**config.mk**
```make
export PLATFORM = sky130hd
export DESIGN_NAME = clcg_reseed
export DESIGN_NICKNAME = d
export VERILOG_FILES = /design/src/hdl/clcg_pkg.sv /design/src/hdl/clcg_reseed.sv
export SDC_FILE = /design/constraint.sdc
export NUM_CORES = 1
export LEC_CHECK = 0
export BUFFER_PORTS_ARGS = -buffer_cell sky130_fd_sc_hd__clkbuf_2
export CAP_MARGIN = 20
export CORE_MARGIN = 2
export CORE_UTILIZATION = 50
export DETAILED_ROUTE_END_ITERATION = 10
export PLACE_DENSITY_LB_ADDON = 0.25
export SYNTH_ARGS = -nofsm -noshare
export SYNTH_HDL_FRONTEND = slang
export SYNTH_SLANG_ARGS = --single-unit
```
**constraint.sdc**
```tcl
create_clock -name clk -period 7.3 [get_ports clk]
set_input_delay 0.365 -clock clk [delete_from_list [all_inputs] [get_ports clk]]
set_output_delay 0.365 -clock clk [all_outputs]
set_load 0.01 [all_outputs]
```
**src/hdl/clcg_pkg.sv**
```systemverilog
package clcg_pkg;

  localparam int FRACTION_BITS = 24;
  localparam int LANES         = 3;
  localparam int SEED_W        = 15;
  localparam int RANGE_W       = 16;
  localparam int QUOT_W        = 8;
  localparam int REM_W         = 8;
  localparam int RECIP_W       = 16;
  localparam int RECIP_SHIFT   = 22;
  localparam int WEIGHT_W      = 30;
  localparam int PROD_W        = WEIGHT_W + SEED_W;
  localparam int DEN_W         = 45;
  localparam int NUM_W         = DEN_W + 2;
  localparam int DEN_LO_W      = 23;
  localparam int DEN_HI_W      = DEN_W - DEN_LO_W;
  localparam int FRAC_RECIP_W  = FRACTION_BITS + 1;
  localparam int EST_W         = DEN_W + FRAC_RECIP_W;
  localparam int RP_LO_W       = DEN_LO_W + FRAC_RECIP_W;
  localparam int RP_HI_W       = DEN_HI_W + FRAC_RECIP_W;
  localparam int BP_LO_W       = DEN_LO_W + FRACTION_BITS;
  localparam int BP_HI_W       = DEN_HI_W + FRACTION_BITS;
  localparam int QUEUE_DEPTH   = 2;
  localparam int QPTR_W        = $clog2(QUEUE_DEPTH);
  localparam int QCNT_W        = $clog2(QUEUE_DEPTH + 1);

  localparam longint unsigned MOD_A = 64'd30269;
  localparam longint unsigned MOD_B = 64'd30307;
  localparam longint unsigned MOD_C = 64'd30323;

  localparam logic [DEN_W-1:0] DEN = DEN_W'(MOD_A * MOD_B * MOD_C);

  localparam logic [FRAC_RECIP_W-1:0] FRAC_RECIP =
    FRAC_RECIP_W'((EST_W'(1) << (DEN_W + FRACTION_BITS)) / EST_W'(DEN));

  localparam logic [WEIGHT_W-1:0] WEIGHT [LANES] = '{
    WEIGHT_W'(MOD_B * MOD_C), WEIGHT_W'(MOD_A * MOD_C), WEIGHT_W'(MOD_A * MOD_B)
  };
  localparam logic [SEED_W-1:0] MODULUS [LANES] = '{
    SEED_W'(MOD_A), SEED_W'(MOD_B), SEED_W'(MOD_C)
  };
  localparam logic [7:0] MULT [LANES] = '{8'd171, 8'd172, 8'd170};
  localparam logic [7:0] DIVR [LANES] = '{8'd177, 8'd176, 8'd178};
  localparam logic [7:0] SREM [LANES] = '{8'd2, 8'd35, 8'd63};
  localparam logic [RECIP_W-1:0] RECIP [LANES] = '{
    RECIP_W'((32'd1 << RECIP_SHIFT) / 32'd177),
    RECIP_W'((32'd1 << RECIP_SHIFT) / 32'd176),
    RECIP_W'((32'd1 << RECIP_SHIFT) / 32'd178)
  };
  localparam logic [SEED_W-1:0] SEED_RESET [LANES] = '{15'd123, 15'd7131, 15'd30013};

  typedef struct packed {
    logic [RANGE_W-1:0] range_max;
    logic               zero;
  } q_item_t;

  typedef struct packed {
    logic                         valid;
    logic [LANES-1:0][SEED_W-1:0] seed;
  } seed_load_t;

  typedef struct packed {
    logic             inc;
    logic [REM_W-1:0] rem;
  } qr_t;

  function automatic logic [QUOT_W-1:0] quot_est(input logic [SEED_W-1:0] s,
                                                 input logic [RECIP_W-1:0] recip);
    logic [SEED_W+RECIP_W-1:0] p;
    p = (SEED_W + RECIP_W)'(s) * (SEED_W + RECIP_W)'(recip);
    return p[RECIP_SHIFT +: QUOT_W];
  endfunction

  function automatic qr_t rem_fix(input logic [SEED_W-1:0] s,
                                  input logic [QUOT_W-1:0] q,
                                  input logic [7:0] d);
    logic [15:0] prod;
    logic [15:0] diff;
    qr_t         r;
    prod = 16'(q) * 16'(d);
    diff = 16'(s) - prod;
    if (diff >= 16'(d)) begin
      r.inc = 1'b1;
      r.rem = REM_W'(diff - 16'(d));
    end else begin
      r.inc = 1'b0;
      r.rem = REM_W'(diff);
    end
    return r;
  endfunction

endpackage

```
**src/hdl/clcg_reseed.sv**
```systemverilog
module clcg_reseed (
  input  logic                         clk,
  input  logic                         rst,
  input  logic                         cfg_valid,
  output logic                         cfg_ready,
  input  logic [clcg_pkg::SEED_W-1:0]  seed_value,
  output logic                         busy,
  output clcg_pkg::seed_load_t         load
);
  import clcg_pkg::*;

  localparam logic [1:0] PH_IDLE  = 2'd0;
  localparam logic [1:0] PH_QUOT  = 2'd1;
  localparam logic [1:0] PH_REM   = 2'd2;
  localparam logic [1:0] PH_LOAD  = 2'd3;

  logic [1:0]        phase;
  logic [SEED_W-1:0] s;
  logic [QUOT_W-1:0] quot [LANES];
  logic [REM_W-1:0]  rmd  [LANES];
  qr_t               fixed [LANES];

  assign busy      = (phase != PH_IDLE);
  assign cfg_ready = !busy;

  always_comb begin
    load.valid = (phase == PH_LOAD);
    for (int i = 0; i < LANES; i++) begin
      load.seed[i] = SEED_W'(16'(MULT[i]) * 16'(rmd[i]));
      fixed[i]     = rem_fix(s, quot[i], DIVR[i]);
    end
  end

  always_ff @(posedge clk) begin
    if (cfg_valid && cfg_ready) begin
      s <= seed_value;
    end
    for (int i = 0; i < LANES; i++) begin
      if (phase == PH_QUOT) begin
        quot[i] <= quot_est(s, RECIP[i]);
      end
      if (phase == PH_REM) begin
        rmd[i] <= fixed[i].rem;
      end
    end
  end

  always_ff @(posedge clk) begin
    if (rst) begin
      phase <= PH_IDLE;
    end else begin
      case (phase)
        PH_IDLE: begin
          if (cfg_valid) begin
            phase <= PH_QUOT;
          end
        end
        PH_QUOT: phase <= PH_REM;
        PH_REM:  phase <= PH_LOAD;
        PH_LOAD: phase <= PH_IDLE;
        default: phase <= PH_IDLE;
      endcase
    end
  end

endmodule

```
# Yosys cells after proc, flatten, opt, wreduce, memory -nomap -nowiden
# Memories as Yosys holds them, arrays and structs flattened.
# Cells that the tools add are included.
# W data, S select, Z words.
# word_totals
out_inout_bits	48
wordCells	39
input_bits	18
mem_count	2
ramBits	48
reg_bits	17
# mem_list
memory	depth	word_bits	rd	rd_clocked_by_memory_dff	write_ports	line	text
quot	3	8	3	0	3	clcg_reseed.sv:19	logic [QUOT_W-1:0] quot [LANES];
rmd	3	8	3	0	3	clcg_reseed.sv:20	logic [REM_W-1:0] rmd [LANES];
# op_classes
eq_ne	4
multipliers	9
n_mux	9
order_cmp	3
n_reduce_logical	4
addsub	6
# op_table
cell	n
$mul A15 B15 Y30 const B	2
$ge A16 B8 Y1 const B	3
$sub A15 B16 Y16	3
$mul A15 B11 Y26 const B	1
$mux W8	3
$sub A8 B8 Y8 const B	3
$mul A8 B8 Y16 const B	1
$mul A8 B7 Y15 const B	1
$mul A8 B8 Y15 const A	1
$mul A7 B8 Y14 const A	1
$mul A6 B8 Y13 const A	1
$mul A8 B4 Y12 const B	1
$pmux W2 S4	1
$eq A2 B2 Y1 const B	2
$mux W1	4
$eq A2 B1 Y1 const B	1
$logic_not A2 Y1	1
$mux W2	1
$ne A2 B2 Y1 const B	1
$reduce_bool A2 Y1	1
$logic_and A1 B1 Y1	1
$logic_not A1 Y1	1

# Depth between registers and ports, before layout
# An unclocked memory read counts as a cell.
# depth
ltp_word	5
mapped_depth	25
mapped_depth_nobuf	25

# Worst setup path before layout
# Ideal clock, no wire load.
# synth_path
kind	flip-flop to flip-flop
from	register s[11]
to	memory quot[1][7], in the netlist quot[0][15], data pin
path_slack_ns	1.400
n_path_buf	0
stages_incl_launch_ff	19
t_arrival_ns	5.634
required_ns	7.034
setup_ns	0.266
path_cell_list	edfxtp_1 inv_1 fa_1 inv_1 ha_1 fa_1 fa_1 fa_1 fa_1 ha_1 a21o_1 a21o_1 a211o_1 a211oi_2 nor2_1 a41o_1 or4_4 a21oi_2 xor2_1
# synth_lines
item	line	text
start, declared	clcg_reseed.sv:18	logic [SEED_W-1:0] s;
start signal, assigned	clcg_reseed.sv:36	s <= seed_value;
end, declared	clcg_reseed.sv:19	

==> run metrics <==
status=finished clean; Post-Route WL=37180 microns; critical path class=reg2reg; Synth cell types=68; DR vias=approximately 12000; final hold vios=0; RSZ-0062 raised after global routing=false; Max-cap violations=0; Worst Path Max Fanout=14; first-pass GRT wire length=about 63000 microns; Pre-antenna DRT Iters=5; CTS Root Cell=clkbuf_16; syn_area_per_cell=~9.8 sq um; setup_tns=0 ns; Worst Path Required=approximately 7.4 ns; endpoints failing setup=0; top_reg_cell synth=edfxtp_1; Avg WL per Cell=about 16 microns; setup bufs post-CTS=0; CTS Buffer Depth=2; die area=36940 sq um; initial core utilization=51.02%; Synth top area share=a little over a third; Sinks on Clock Net=between 60 and 70; WP depth=18; FMAX=157.8 MHz; Mapped Area=between 15000 and 20000 sq um; final slew viol count=0; Resized cells post-CTS=0; hold depth=1; CP bufs+invs=2; period utilization=86.81%; number of synthesized flops with an enable pin=62; Slew HR=a little over two fifths; largest net degree at the start of global routing=25; DRC Markers=0; Crit path max-delay family=adder cells; Worst Path Arrival=6.42 ns; dpl hpwl=around 33000 microns; antenna violations before repair=0; hold_buf cts=0; Top Ports=66; top post-synthesis cells by area=ha_1 36%, fa_1 23%, edfxtp_1 11%, inv_1 9.5%, xnor2_1 3.6%; Synth Instances=about 1800; Hold Path Class=in2reg; share of synthesized registers carrying an async set or reset=0%; Most Frequent Cell on Critical Path=fa_1; Crit. End Element=flop; Synth top cells by count=506 x ha_1, 449 x inv_1, 200 x fa_1, 72 x xnor2_1; Die Height=between 150 and 200 microns; crit path time final=6.337 ns; clk_skew=roughly 0.014 ns; yosys warns=0; Least-Margin Pin Slew=0.8732 ns; Placer Congestion=roughly 0.87; port bufs=62; vias in the first global route=13020; # fillers=3134; R2R depth=18; CTS tree=built; Crit-path slowest cell=edfxtp_1; Tot GR Track Use=a little over a fifth; register area share after synthesis=roughly 11%; Inserted Clock Buffers=9; slowest stage delay, CP=0.91 ns; Nets=2607; Synth Register Bits=64; Synth area leader=ha_1; antenna-violating nets left=0; most common cell in the netlist=ha_1; Clock Latency Late Sink=0.35 ns; Initial DRC Count=about 500; Clock transition at path regs=~0.060 ns; critical-path cell list=ha_1 > inv_1 > fa_1 > fa_1 > inv_1 > fa_1 > fa_1 > fa_1 > ha_1 > nand4_1 > nor2_1 > a211o_1 > a211oi_2 > nor2_1 > a41o_1 > or4_4 > a21oi_2 > xor2_1; die width=192.2 microns; n_diodes=0; core area=about 35000 sq um; share of cells above drive strength 1=between 5 and 6%; CTS H-tree depth=3; DR vias/cell=5.281; row count=between 60 and 70; Area Growth Syn to Fin=7.205%; Overflow after GRT=0; startpoint class of the critical path=flop
[through the flow]
step | worst slack (ns) | area [sq um] | cells | utilization [%] | hold slack (ns)
after CTS | 0.9548 | 18930 | 2341 | 54.54 | 0.1793
after detailed placement | 0.9845 | 18630 | 2325 | 53.67 | 0.5455
after floorplan | 1.400 | 17720 | 1805 | - | 0.4341
after global routing | 0.6744 | 18990 | 2343 | 54.70 | 0.1780
after global placement | 1.053 | 18630 | 2325 | 53.67 | 0.5471
final | 0.9628 | 18990 | 2343 | 54.70 | 0.1858
[layer usage]
metal	track usage, %	wire length, microns	part of all wire, %
met4	4.198	459	1.2
met1	28.04	17170	46
met5	0	0	0
met2	39.73	18650	50
met3	1.224	898	2.4
[final cells by class]
type,instances,area [sq um],area share [%]
Clock buffer,12,246.5,1.298
Timing Repair Buffer,78,470.5,2.478
Inverter,449,1685,8.876
Multi-Input combinational cell,1281,14060,74.04
Sequential cell,64,1902,10.02
Tap cell,455,569.3,2.998
Clock inverter,4,55.05,0.2899
[final timing paths]
path / start / endpoint / slack (ns)
max: s[2] / quot[0][15] / 0.96
max reg2reg: s[2] / quot[0][15] / 0.96
min reg2reg: phase[0] / phase[0] / 0.61
min: seed_value[11] / s[11] / 0.19
[worst reg2reg max path: stages, from the launching register on]
cell and delay, ns:
edfxtp_1 0.91, ha_1 0.30, inv_1 0.10, fa_1 0.57, fa_1 0.56, inv_1 0.05
fa_1 0.50, fa_1 0.51, fa_1 0.51, ha_1 0.33, nand4_1 0.12, nor2_1 0.06
a211o_1 0.30, a211oi_2 0.20, nor2_1 0.13, a41o_1 0.29, or4_4 0.43, a21oi_2 0.14
xor2_1 0.07
[state kept, by name, indices dropped and copies added (netlist names)]
name and count:
phase 2, quot 24, s 15, rmd 23
[kinds of logic after synthesis]
logic type                 share of synthesized area (%)
AOI/OAI and AO/OA                                  9.925
xor gates and xnor gates                           4.945
and+or+nand+nor                                    5.750
buffers and inverters                              9.925
DFF                                                10.74
adders and majority gates                          58.35
muxes                                             0.3461
other                                            0.02117
[cells in the final DEF (no fill, tap or decap), types with 9 or more instances in the layout]
cell       count
fa_1         200
clkbuf_16      9
buf_4         14
o21a_1        19
edfxtp_1      62
nand2_1       34
o21ai_0       50
a211oi_1      10
clkbuf_2      62
a31oi_1       12
xnor2_1       72
ha_1         506
o21bai_1      21
xor2_1        28
nand3_1       15
nor2b_1       14
nor2_1        60
or3_1         10
inv_1        449
a21oi_1       62
a21o_1        28
nor3_1        21
Power is left out: the tool's default activity adds up to more than one toggle a clock period on the data nets, which glitch-free logic cannot reach.
