$ cat src/hdl/clcg_pkg.sv
package clcg_pkg;

  localparam int FRACTION_BITS = 24;
  localparam int LANES         = 3;
  localparam int SEED_W        = 15;
  localparam int RANGE_W       = 16;
  localparam int QUOT_W        = 8;
  localparam int REM_W         = 8;
  localparam int RECIP_W       = 16;
  localparam int RECIP_SHIFT   = 22;
  localparam int WEIGHT_W      = 30;
  localparam int PROD_W        = WEIGHT_W + SEED_W;
  localparam int DEN_W         = 45;
  localparam int NUM_W         = DEN_W + 2;
  localparam int DEN_LO_W      = 23;
  localparam int DEN_HI_W      = DEN_W - DEN_LO_W;
  localparam int FRAC_RECIP_W  = FRACTION_BITS + 1;
  localparam int EST_W         = DEN_W + FRAC_RECIP_W;
  localparam int RP_LO_W       = DEN_LO_W + FRAC_RECIP_W;
  localparam int RP_HI_W       = DEN_HI_W + FRAC_RECIP_W;
  localparam int BP_LO_W       = DEN_LO_W + FRACTION_BITS;
  localparam int BP_HI_W       = DEN_HI_W + FRACTION_BITS;
  localparam int QUEUE_DEPTH   = 2;
  localparam int QPTR_W        = $clog2(QUEUE_DEPTH);
  localparam int QCNT_W        = $clog2(QUEUE_DEPTH + 1);

  localparam longint unsigned MOD_A = 64'd30269;
  localparam longint unsigned MOD_B = 64'd30307;
  localparam longint unsigned MOD_C = 64'd30323;

  localparam logic [DEN_W-1:0] DEN = DEN_W'(MOD_A * MOD_B * MOD_C);

  localparam logic [FRAC_RECIP_W-1:0] FRAC_RECIP =
    FRAC_RECIP_W'((EST_W'(1) << (DEN_W + FRACTION_BITS)) / EST_W'(DEN));

  localparam logic [WEIGHT_W-1:0] WEIGHT [LANES] = '{
    WEIGHT_W'(MOD_B * MOD_C), WEIGHT_W'(MOD_A * MOD_C), WEIGHT_W'(MOD_A * MOD_B)
  };
  localparam logic [SEED_W-1:0] MODULUS [LANES] = '{
    SEED_W'(MOD_A), SEED_W'(MOD_B), SEED_W'(MOD_C)
  };
  localparam logic [7:0] MULT [LANES] = '{8'd171, 8'd172, 8'd170};
  localparam logic [7:0] DIVR [LANES] = '{8'd177, 8'd176, 8'd178};
  localparam logic [7:0] SREM [LANES] = '{8'd2, 8'd35, 8'd63};
  localparam logic [RECIP_W-1:0] RECIP [LANES] = '{
    RECIP_W'((32'd1 << RECIP_SHIFT) / 32'd177),
    RECIP_W'((32'd1 << RECIP_SHIFT) / 32'd176),
    RECIP_W'((32'd1 << RECIP_SHIFT) / 32'd178)
  };
  localparam logic [SEED_W-1:0] SEED_RESET [LANES] = '{15'd123, 15'd7131, 15'd30013};

  typedef struct packed {
    logic [RANGE_W-1:0] range_max;
    logic               zero;
  } q_item_t;

  typedef struct packed {
    logic                         valid;
    logic [LANES-1:0][SEED_W-1:0] seed;
  } seed_load_t;

  typedef struct packed {
    logic             inc;
    logic [REM_W-1:0] rem;
  } qr_t;

  function automatic logic [QUOT_W-1:0] quot_est(input logic [SEED_W-1:0] s,
                                                 input logic [RECIP_W-1:0] recip);
    logic [SEED_W+RECIP_W-1:0] p;
    p = (SEED_W + RECIP_W)'(s) * (SEED_W + RECIP_W)'(recip);
    return p[RECIP_SHIFT +: QUOT_W];
  endfunction

  function automatic qr_t rem_fix(input logic [SEED_W-1:0] s,
                                  input logic [QUOT_W-1:0] q,
                                  input logic [7:0] d);
    logic [15:0] prod;
    logic [15:0] diff;
    qr_t         r;
    prod = 16'(q) * 16'(d);
    diff = 16'(s) - prod;
    if (diff >= 16'(d)) begin
      r.inc = 1'b1;
      r.rem = REM_W'(diff - 16'(d));
    end else begin
      r.inc = 1'b0;
      r.rem = REM_W'(diff);
    end
    return r;
  endfunction

endpackage

$ cat src/hdl/clcg_front.sv
module clcg_front (
  input  logic                          clk,
  input  logic                          rst,
  input  logic                          in_valid,
  output logic                          in_stall,
  input  logic [clcg_pkg::RANGE_W-1:0]  range_max,
  input  logic                          hold,
  output logic                          q_valid,
  output clcg_pkg::q_item_t             q_item,
  input  logic                          q_pop
);
  import clcg_pkg::*;

  q_item_t             entry [QUEUE_DEPTH];
  logic [QPTR_W-1:0]   wr_ptr;
  logic [QPTR_W-1:0]   rd_ptr;
  logic [QCNT_W-1:0]   count;
  logic                push;
  logic                pop;

  assign in_stall = (count == QCNT_W'(QUEUE_DEPTH)) || hold;
  assign push     = in_valid && !in_stall;
  assign q_valid  = (count != '0);
  assign pop      = q_pop && q_valid;
  assign q_item   = entry[rd_ptr];

  always_ff @(posedge clk) begin
    if (push) begin
      entry[wr_ptr].range_max <= range_max;
      entry[wr_ptr].zero      <= (range_max == '0);
    end
  end

  always_ff @(posedge clk) begin
    if (rst) begin
      wr_ptr <= '0;
      rd_ptr <= '0;
      count  <= '0;
    end else begin
      if (push) begin
        wr_ptr <= (wr_ptr == QPTR_W'(QUEUE_DEPTH - 1)) ? '0 : wr_ptr + 1'b1;
      end
      if (pop) begin
        rd_ptr <= (rd_ptr == QPTR_W'(QUEUE_DEPTH - 1)) ? '0 : rd_ptr + 1'b1;
      end
      if (push && !pop) begin
        count <= count + 1'b1;
      end else if (pop && !push) begin
        count <= count - 1'b1;
      end
    end
  end

endmodule

$ cat config.mk
export PLATFORM = sky130hd
export DESIGN_NAME = clcg_front
export DESIGN_NICKNAME = d
export VERILOG_FILES = /design/src/hdl/clcg_pkg.sv /design/src/hdl/clcg_front.sv
export SDC_FILE = /design/constraint.sdc
export NUM_CORES = 1
export LEC_CHECK = 0
export ABC_CLOCK_PERIOD_IN_PS = 1900
export BUFFER_PORTS_ARGS = -buffer_cell sky130_fd_sc_hd__buf_2
export CAP_MARGIN = 20
export CORE_UTILIZATION = 48
export CTS_BUF_LIST = sky130_fd_sc_hd__clkbuf_4 sky130_fd_sc_hd__clkbuf_8
export CTS_CLUSTER_SIZE = 25
export DETAILED_ROUTE_END_ITERATION = 10
export MAX_ROUTING_LAYER = met4
export PLACE_DENSITY_LB_ADDON = 0.08
export RECOVER_POWER = 100
export SLEW_MARGIN = 30
export SYNTH_ARGS = -nofsm -noshare
export SYNTH_HDL_FRONTEND = slang
export SYNTH_SLANG_ARGS = --single-unit
$ cat constraint.sdc
create_clock -name clk -period 1.9 [get_ports clk]
set_input_delay 0.095 -clock clk [delete_from_list [all_inputs] [get_ports clk]]
set_output_delay 0.095 -clock clk [all_outputs]
set_load 0.005 [all_outputs]
; ---- Yosys cells after proc, flatten, opt, wreduce, memory -nomap -nowiden
; Memories as Yosys holds them, arrays and structs flattened. A register that Yosys moved wholly into a read port is not among the register bits.
; Index checks and enable logic that the tools add are counted.
[op_classes]
add_sub_neg = 4
eq_ne = 1
n_mux = 8
reduce_logical = 11
[ops]
columns = op, n
row1 = $logic_not 16->1, 1
row2 = $mux 1, 6
row3 = $logic_and 1x1->1, 4
row4 = $mux 2, 2
row5 = $reduce_bool 2->1, 2
row6 = $logic_not 1->1, 3
row7 = $add 1x1->1 const B, 2
row8 = $add 2x1->2 const B, 1
row9 = $eq 2x2->1 const B, 1
row10 = $sub 2x1->2 const B, 1
row11 = $logic_or 1x1->1, 1
[word_totals]
ff_bits = 4
ram_bits = 34
input_bits = 21
output_inout_bits = 19
elab_cells = 28
mem_count = 1
[mem_list]
columns = name, words, width, read_ports, rd_clocked_by_memory_dff, write_ports, line
row1 = entry, 2, 17, 1, 1, 1, clcg_front.sv:14  ; q_item_t entry [QUEUE_DEPTH];

; ---- Longest topological paths before layout
; Gate-level depths: netlist (run 1).
[logic_depth]
word_depth = 8
mapped_depth = 6
ltp_nobuf = 6

; ---- Worst setup path before layout (run 1)
; Ideal clock, no wire load.
[synth_path]
path_kind = register to register
from = register count[0]
to = memory entry[0][0] (netlist name), enable pin
setup_ps = 392
arrival_time_ps = 1502
required_ps = 1508
setup_slack_ps = 6
path_stages_with_launch = 4
path_buffers = 0
period_less_slack_ps = 1894
path_cell_list = dfxtp_1 -> nand2b_1 -> and2_1 -> nor2b_1
[synth_via]
elab_chain_cells = 6
[synth_rtl]
columns = element, line
row1 = start: declaration, clcg_front.sv:17  ; logic [QCNT_W-1:0] count;
row2 = start signal: assignment, clcg_front.sv:47  ; count <= count + 1'b1;
row3 = start signal: assignment, clcg_front.sv:49  ; count <= count - 1'b1;
row4 = $eq 2x2->1, clcg_front.sv:21  ; assign in_stall = (count == QCNT_W'(QUEUE_DEPTH)) || hold;
row5 = $logic_or 1x1->1, clcg_front.sv:21
row6 = $logic_not 1->1, clcg_front.sv:22  ; assign push = in_valid && !in_stall;
row7 = $logic_and 1x1->1, clcg_front.sv:22
row8 = net push, clcg_front.sv:18  ; logic push;
row9 = $mux 1, clcg_front.sv:28  ; if (push) begin
row10 = $mux 1 (not written as such), clcg_front.sv:30  ; entry[wr_ptr].zero <= (range_max == '0);
row11 = end: declaration, clcg_front.sv:14
; The timed path passes the listed nets, and every way through them passes these cells.

; ---- Worst setup path after layout (run 1)
[layout_path]
from = register count[0]
to = register count[1]
[layout_via]
elab_chain_cells = 7
word_cells_on_any_way = 15
classes_between = add/sub (2) / eq/ne (1) / mux (2) / reduce/logical (10)
[layout_rtl]
columns = element, line
row1 = $eq 2x2->1 *, clcg_front.sv:21
row2 = $logic_or 1x1->1 *, clcg_front.sv:21
row3 = $logic_not 1->1 *, clcg_front.sv:22
row4 = $logic_and 1x1->1 *, clcg_front.sv:22
row5 = net push, clcg_front.sv:18
row6 = $logic_not 1->1, clcg_front.sv:48  ; end else if (pop && !push) begin
row7 = $logic_and 1x1->1, clcg_front.sv:48
row8 = $reduce_bool 2->1 (no source line), -
; Mark *: on every way through the listed nets, which the timed path passes. The rest lies on a longest branch. The select of a mux whose other input is x is not followed.
; A chain may end at the register's enable or synchronous reset.

==> results of run 1 <==
## how the worst max path moves through the flow
stage / slack [ns] / end / startpoint / cells past startpoint
after CTS: 0.18 / q_item[1] / flop / 3
after floorplan: 0.006 / entry[0][0]$_DFFE_PP_ / count[0]$_SDFFE_PP0P_ / 3
after global placement: 0.36 / count[1]$_SDFFE_PP0P_ / count[0]$_SDFFE_PP0P_ / 5
final: 0.21 / count[1]$_SDFFE_PP0P_ / count[0]$_SDFFE_PP0P_ / 5
after global routing: 0.12 / count[1]$_SDFFE_PP0P_ / count[0]$_SDFFE_PP0P_ / 5
after detailed placement: 0.24 / count[1]$_SDFFE_PP0P_ / count[0]$_SDFFE_PP0P_ / 5
## cell type report
type,instances,area (um^2)
Sequential cell,39,1120
Tap cell,31,38.8
Fill cell,224,922
Multi-Input combinational cell,44,360
Clock inverter,2,7.51
Timing Repair Buffer,59,358
Clock buffer,6,45.0
## Yosys cell counts, drive strengths merged
library cell | n | area (um^2)
dfxtp | 5 | 100
nor2b | 2 | 12.5
and2 | 1 | 6.26
or2 | 1 | 6.26
buf | 2 | 12.5
xor2 | 3 | 26.3
mux2 | 17 | 191
nand3 | 1 | 5.00
edfxtp | 34 | 1020
o21ai | 3 | 15.0
nor2 | 4 | 15.0
nor4 | 4 | 25.0
or3 | 1 | 6.26
ha | 1 | 12.5
and3 | 1 | 6.26
a21oi | 1 | 5.00
nand2b | 3 | 18.8
and4 | 1 | 8.76
## routing by layer
metal | share of wire [%] | track usage, % | vias up
li1 | - | - | 456
met5 | 0 | - | -
met2 | 51 | 31.1 | 27
met4 | 2.6 | 10.5 | 0
met1 | 42 | 17.2 | 449
met3 | 4.3 | 5.13 | 7
## registers in the layout, indices dropped and copies added, names as in the netlist, named ones only
| signal | count |
|---|---|
| rd_ptr | 1 |
| count | 2 |
| entry | 34 |
| wr_ptr | 1 |
## report_power, final
group / leakage, nW / switching, mW / internal, mW
Sequential: 0.352 / 0.0598 / 1.03
Combinational: 0.309 / 0.232 / 0.294
Clock: 0.0307 / 0.245 / 0.151
## worst max-delay path: stages (launching register included)
cell and delay (ns):
dfxtp_1 0.36, nand2b_1 0.20, and2_0 0.19, ha_1 0.34, or3_1 0.36, a21oi_1 0.17
## logic make-up after synthesis
group	synth area share, %
buffers and inverters	0.837
flip-flops	75.0
XOR/XNOR	1.76
adder cells (fa/ha/maj)	0.837
AO/OA/AOI/OAI	1.34
multiplexers	12.8
AND/OR/NAND/NOR	7.37
## stage by stage
stage / total power [mW] / utilization, %
2_1_floorplan: 1.43 / -
3_3_place_gp: 1.61 / 60.9
3_5_place_dp: 1.63 / 60.9
4_1_cts: 2.05 / 68.7
5_1_grt: 2.12 / 67.7
6_report: 2.01 / 67.7
==> impl_metrics.json, run 1 <==
{
  "num_io_pins": 40,
  "hp-start": "hold",
  "r2r_start": "count[0]$_SDFFE_PP0P_",
  "path_class": "reg -> reg",
  "synthCells": 85,
  "root_buffer": "clkbuf_4",
  "synthDistinctLibCells": 19,
  "die-area_um2": 3340,
  "grt_max_degree": 18,
  "numCtsBuffers": 5,
  "tightest_slew_ns": 0.437,
  "worstPathRequired_ns": 2.17,
  "port_buffers": 39,
  "overflow": 0,
  "grt_pass1_wl_um": 3990,
  "holdWs_ns": 0.100,
  "rows": 19,
  "drcViolationCount": 1,
  "initial_core_util_pct": 52.4,
  "place_ws_ns": 0.237,
  "max_freq_mhz": 590,
  "max_cap_viol_count": 0,
  "post_cts_buffers": 0,
  "holdBufCountCts": 17,
  "h-tree-depth": 2,
  "place_inst": 156,
  "netlist_area_um2": 1490,
  "final_cell_mix": "34 x edfxtp_1, 22 x clkbuf_1, 17 x mux2_2, 17 x dlygate4sd3_1, 17 x buf_2",
  "irDropWorstVdd_mv": 0.708,
  "antenna_left": 0,
  "globalplace.congestion": 0.677,
  "start_kind": "flop",
  "r2r_slack_ns": 0.21,
  "yosys_warnings": 0,
  "post-route-cell-area_um2": 1930,
  "violations": "DRC",
  "finalCritPeriodShare_pct": 89.1,
  "insertion_delay_ns": 0.33,
  "outcome": "complete, but fails checks",
  "grt_usage_pct": 17.7,
  "post_cts_resized": 0,
  "cts_buffer_depth": 2,
  "p_leak_nw": 0.691,
  "maxSlewHeadroom_pct": 70.8,
  "drv_slew": 0,
  "arrival_ns": 1.96,
  "finalCriticalPeriod_ns": 1.69,
  "finalSetupTns_ns": 0,
  "regToRegEndpoint": "count[1]$_SDFFE_PP0P_",
  "rr_worst_depth": 5,
  "worstSetupEndpointType": "flop",
  "antennaDiodeCount": 0,
  "num_vias": 939,
  "place_area_um2": 1740,
  "avgSynthCellArea_um2": 17.6,
  "cts_tree": "yes",
  "hp-class": "in -> reg",
  "wl_per_cell_um": 14.2,
  "grt_pass1_vias": 965,
  "stdcell_count": 181,
  "powerDensity_nw_per_um2": 1040,
  "die_h_um": 57.8,
  "final_common_cell": "edfxtp_1",
  "die_x_um": 57.8,
  "drive_above_1_share_pct": 29.3,
  "rsz0062_at_grt": "false",
  "fin_ws_ns": 0.206,
  "wirelength_um": 2580,
  "cp_max_fo": 5,
  "drt-initial-drc-count": 18,
  "synth_nets": 107,
  "worstHoldEndpoint": "wr_ptr$_SDFFE_PP0P_",
  "area_growth_pct": 29.2,
  "clk_pin_slew_worst_paths_ns": 0.10,
  "dp_hpwl_um": 1700,
  "cts.sinks": 39,
  "clock_skew_ns": 0.00706,
  "drt_first_pass_iters": 6,
  "yosysSeqAreaShare_pct": 75.0,
  "nets": 171,
  "coreArea_um2": 2850,
  "antenna_found_initial": 0,
  "hold_viol_final": 0,
  "finalSetupViolCount": 0,
  "whs_path_depth": 4,
  "ys_ff_latch": 39,
  "vias_per_cell": 5.19
}
Note: power is estimated with default switching activity, not from simulation.
==> run 2, diff against run 1 <==
Settings changed: PLACE_DENSITY set to 0.87, PLACE_DENSITY_LB_ADDON 0.08 to not set.
==> impl_metrics.json, run 2 (same netlist as run 1, synthesis figures left out) <==
{
  "outcome": "complete, but fails checks",
  "violations": "DRC",
  "hold_viol_final": 0,
  "cp_max_fo": 5,
  "initial_core_util_pct": 52.4,
  "place_inst": 157,
  "regToRegEndpoint": "count[1]$_SDFFE_PP0P_",
  "startpoint": "count[0]$_SDFFE_PP0P_",
  "tightest_slew_ns": 0.440,
  "cts_buffer_depth": 2,
  "num_io_pins": 40,
  "irDropWorstVdd_mv": 0.705,
  "antenna_left": 0,
  "r2r_slack_ns": 0.25,
  "hp-start": "hold",
  "regMostFlops": "entry",
  "place_area_um2": 1760,
  "grt_usage_pct": 17.7,
  "drv_slew": 0,
  "drcViolationCount": 4,
  "num_vias": 938,
  "h-tree-depth": 2,
  "drt-initial-drc-count": 20,
  "wl_per_cell_um": 14.5,
  "globalplace.congestion": 0.731,
  "overflow": 0,
  "rr_worst_depth": 5,
  "rsz0062_at_grt": "false",
  "final_common_cell": "edfxtp_1",
  "max_cap_viol_count": 0,
  "max_freq_mhz": 606,
  "whs_path_depth": 4,
  "worstSetupEndpointType": "flop",
  "vias_per_cell": 5.15,
  "largest_reg_flops": 34,
  "die-area_um2": 3340,
  "arrival_ns": 1.92,
  "finalPower_mw": 2.04,
  "numCtsBuffers": 5,
  "post_cts_buffers": 0,
  "worstHoldEndpoint": "wr_ptr$_SDFFE_PP0P_",
  "rows": 19,
  "clock_skew_ns": 0.0116,
  "antennaDiodeCount": 0,
  "final_cell_mix": "34 x edfxtp_1, 24 x clkbuf_1, 17 x mux2_2, 17 x dlygate4sd3_1, 15 x buf_2",
  "antenna_found_initial": 0,
  "clk_pin_slew_worst_paths_ns": 0.10,
  "post-route-cell-area_um2": 1930,
  "top_regs": "entry x34, count x2",
  "grt_pass1_wl_um": 3990,
  "powerDensity_nw_per_um2": 1050,
  "hp-class": "in -> reg",
  "maxSlewHeadroom_pct": 70.7,
  "finalSetupViolCount": 0,
  "slowest_stage": "dfxtp_1",
  "crit_path_max_incr_delay_ns": 0.36,
  "worstPathRequired_ns": 2.17,
  "finalCritPeriodShare_pct": 86.9,
  "stdcell_count": 182,
  "worstPathCellList": "nand2b_1 -> and2_0 -> ha_1 -> or3_1 -> a21oi_1",
  "drt_first_pass_iters": 7,
  "nets": 172,
  "coreArea_um2": 2850,
  "finalCriticalPeriod_ns": 1.65,
  "r2r_start": "count[0]$_SDFFE_PP0P_",
  "die_x_um": 57.8,
  "insertion_delay_ns": 0.34,
  "fillers": 227,
  "p_leak_nw": 0.691,
  "finalSetupTns_ns": 0,
  "grt_max_degree": 18,
  "cts_tree": "yes",
  "grt_pass1_vias": 942,
  "path_class": "reg -> reg",
  "area_growth_pct": 29.3,
  "cts.sinks": 39,
  "root_buffer": "clkbuf_4",
  "start_kind": "flop",
  "drive_above_1_share_pct": 29.1,
  "wirelength_um": 2640,
  "dp_hpwl_um": 1780,
  "final_core_util_pct": 67.7,
  "port_buffers": 39,
  "die_h_um": 57.8
}
## run 2: final cells by class
class,count,area [um^2],area share (%)
flip-flops and latches,39,1120,58.0
multi-input cells,44,360,18.7
repair buffers,60,354,18.3
clock buffers,7,52.6,2.72
well taps,31,38.8,2.01
clock inverters,1,5.00,0.259
## run 2: metrics by stage
| stage | worst slack [ns] | hold slack, ns |
|---|---|---|
| finish | 0.249 | 0.0900 |
| global placement | 0.371 | 0.299 |
| CTS | 0.269 | 0.0714 |
| detailed placement | 0.293 | 0.305 |
| global route | 0.123 | 0.0797 |
| floorplan | 0.00554 | 0.164 |
## run 2: power breakdown
group          leakage, nW  switching (mW)  internal, mW
Sequential           0.352          0.0394          1.03
Combinational        0.303           0.260         0.285
Clock               0.0361           0.248         0.173
## run 2: how the worst max path moves through the flow
stage,slack (ns),end,cells past startpoint
floorplan,0.006,entry[0][0]$_DFFE_PP_,3
global placement,0.37,count[1]$_SDFFE_PP0P_,5
detailed placement,0.29,count[1]$_SDFFE_PP0P_,5
CTS,0.27,count[1]$_SDFFE_PP0P_,5
global route,0.12,entry[0][4]$_DFFE_PP_,4
finish,0.25,count[1]$_SDFFE_PP0P_,5
## run 2: critical path, delay by kind of cell (launching register included)
| kind | cells | cell delay, ns |
|---|---|---|
| compound gates | 1 | 0.14 |
| fa+ha+maj | 1 | 0.34 |
| flops | 1 | 0.36 |
| simple gates | 3 | 0.75 |
## run 2: layer usage
| metal | routed length (um) | global-route usage [%] | share of wire, % |
|---|---|---|---|
| met5 | 0 | - | 0 |
| met4 | 55 | 10.2 | 2.1 |
| met3 | 156 | 4.91 | 5.9 |
| met2 | 1410 | 30.4 | 53 |
| met1 | 1020 | 18.1 | 39 |
## run 2: what timing repair did
| action | CTS | global route |
|---|---|---|
| endpoints found under the hold margin | 36 | 0 |
| gates resized for setup | 0 | 0 |
| hold buffers | 17 | 0 |
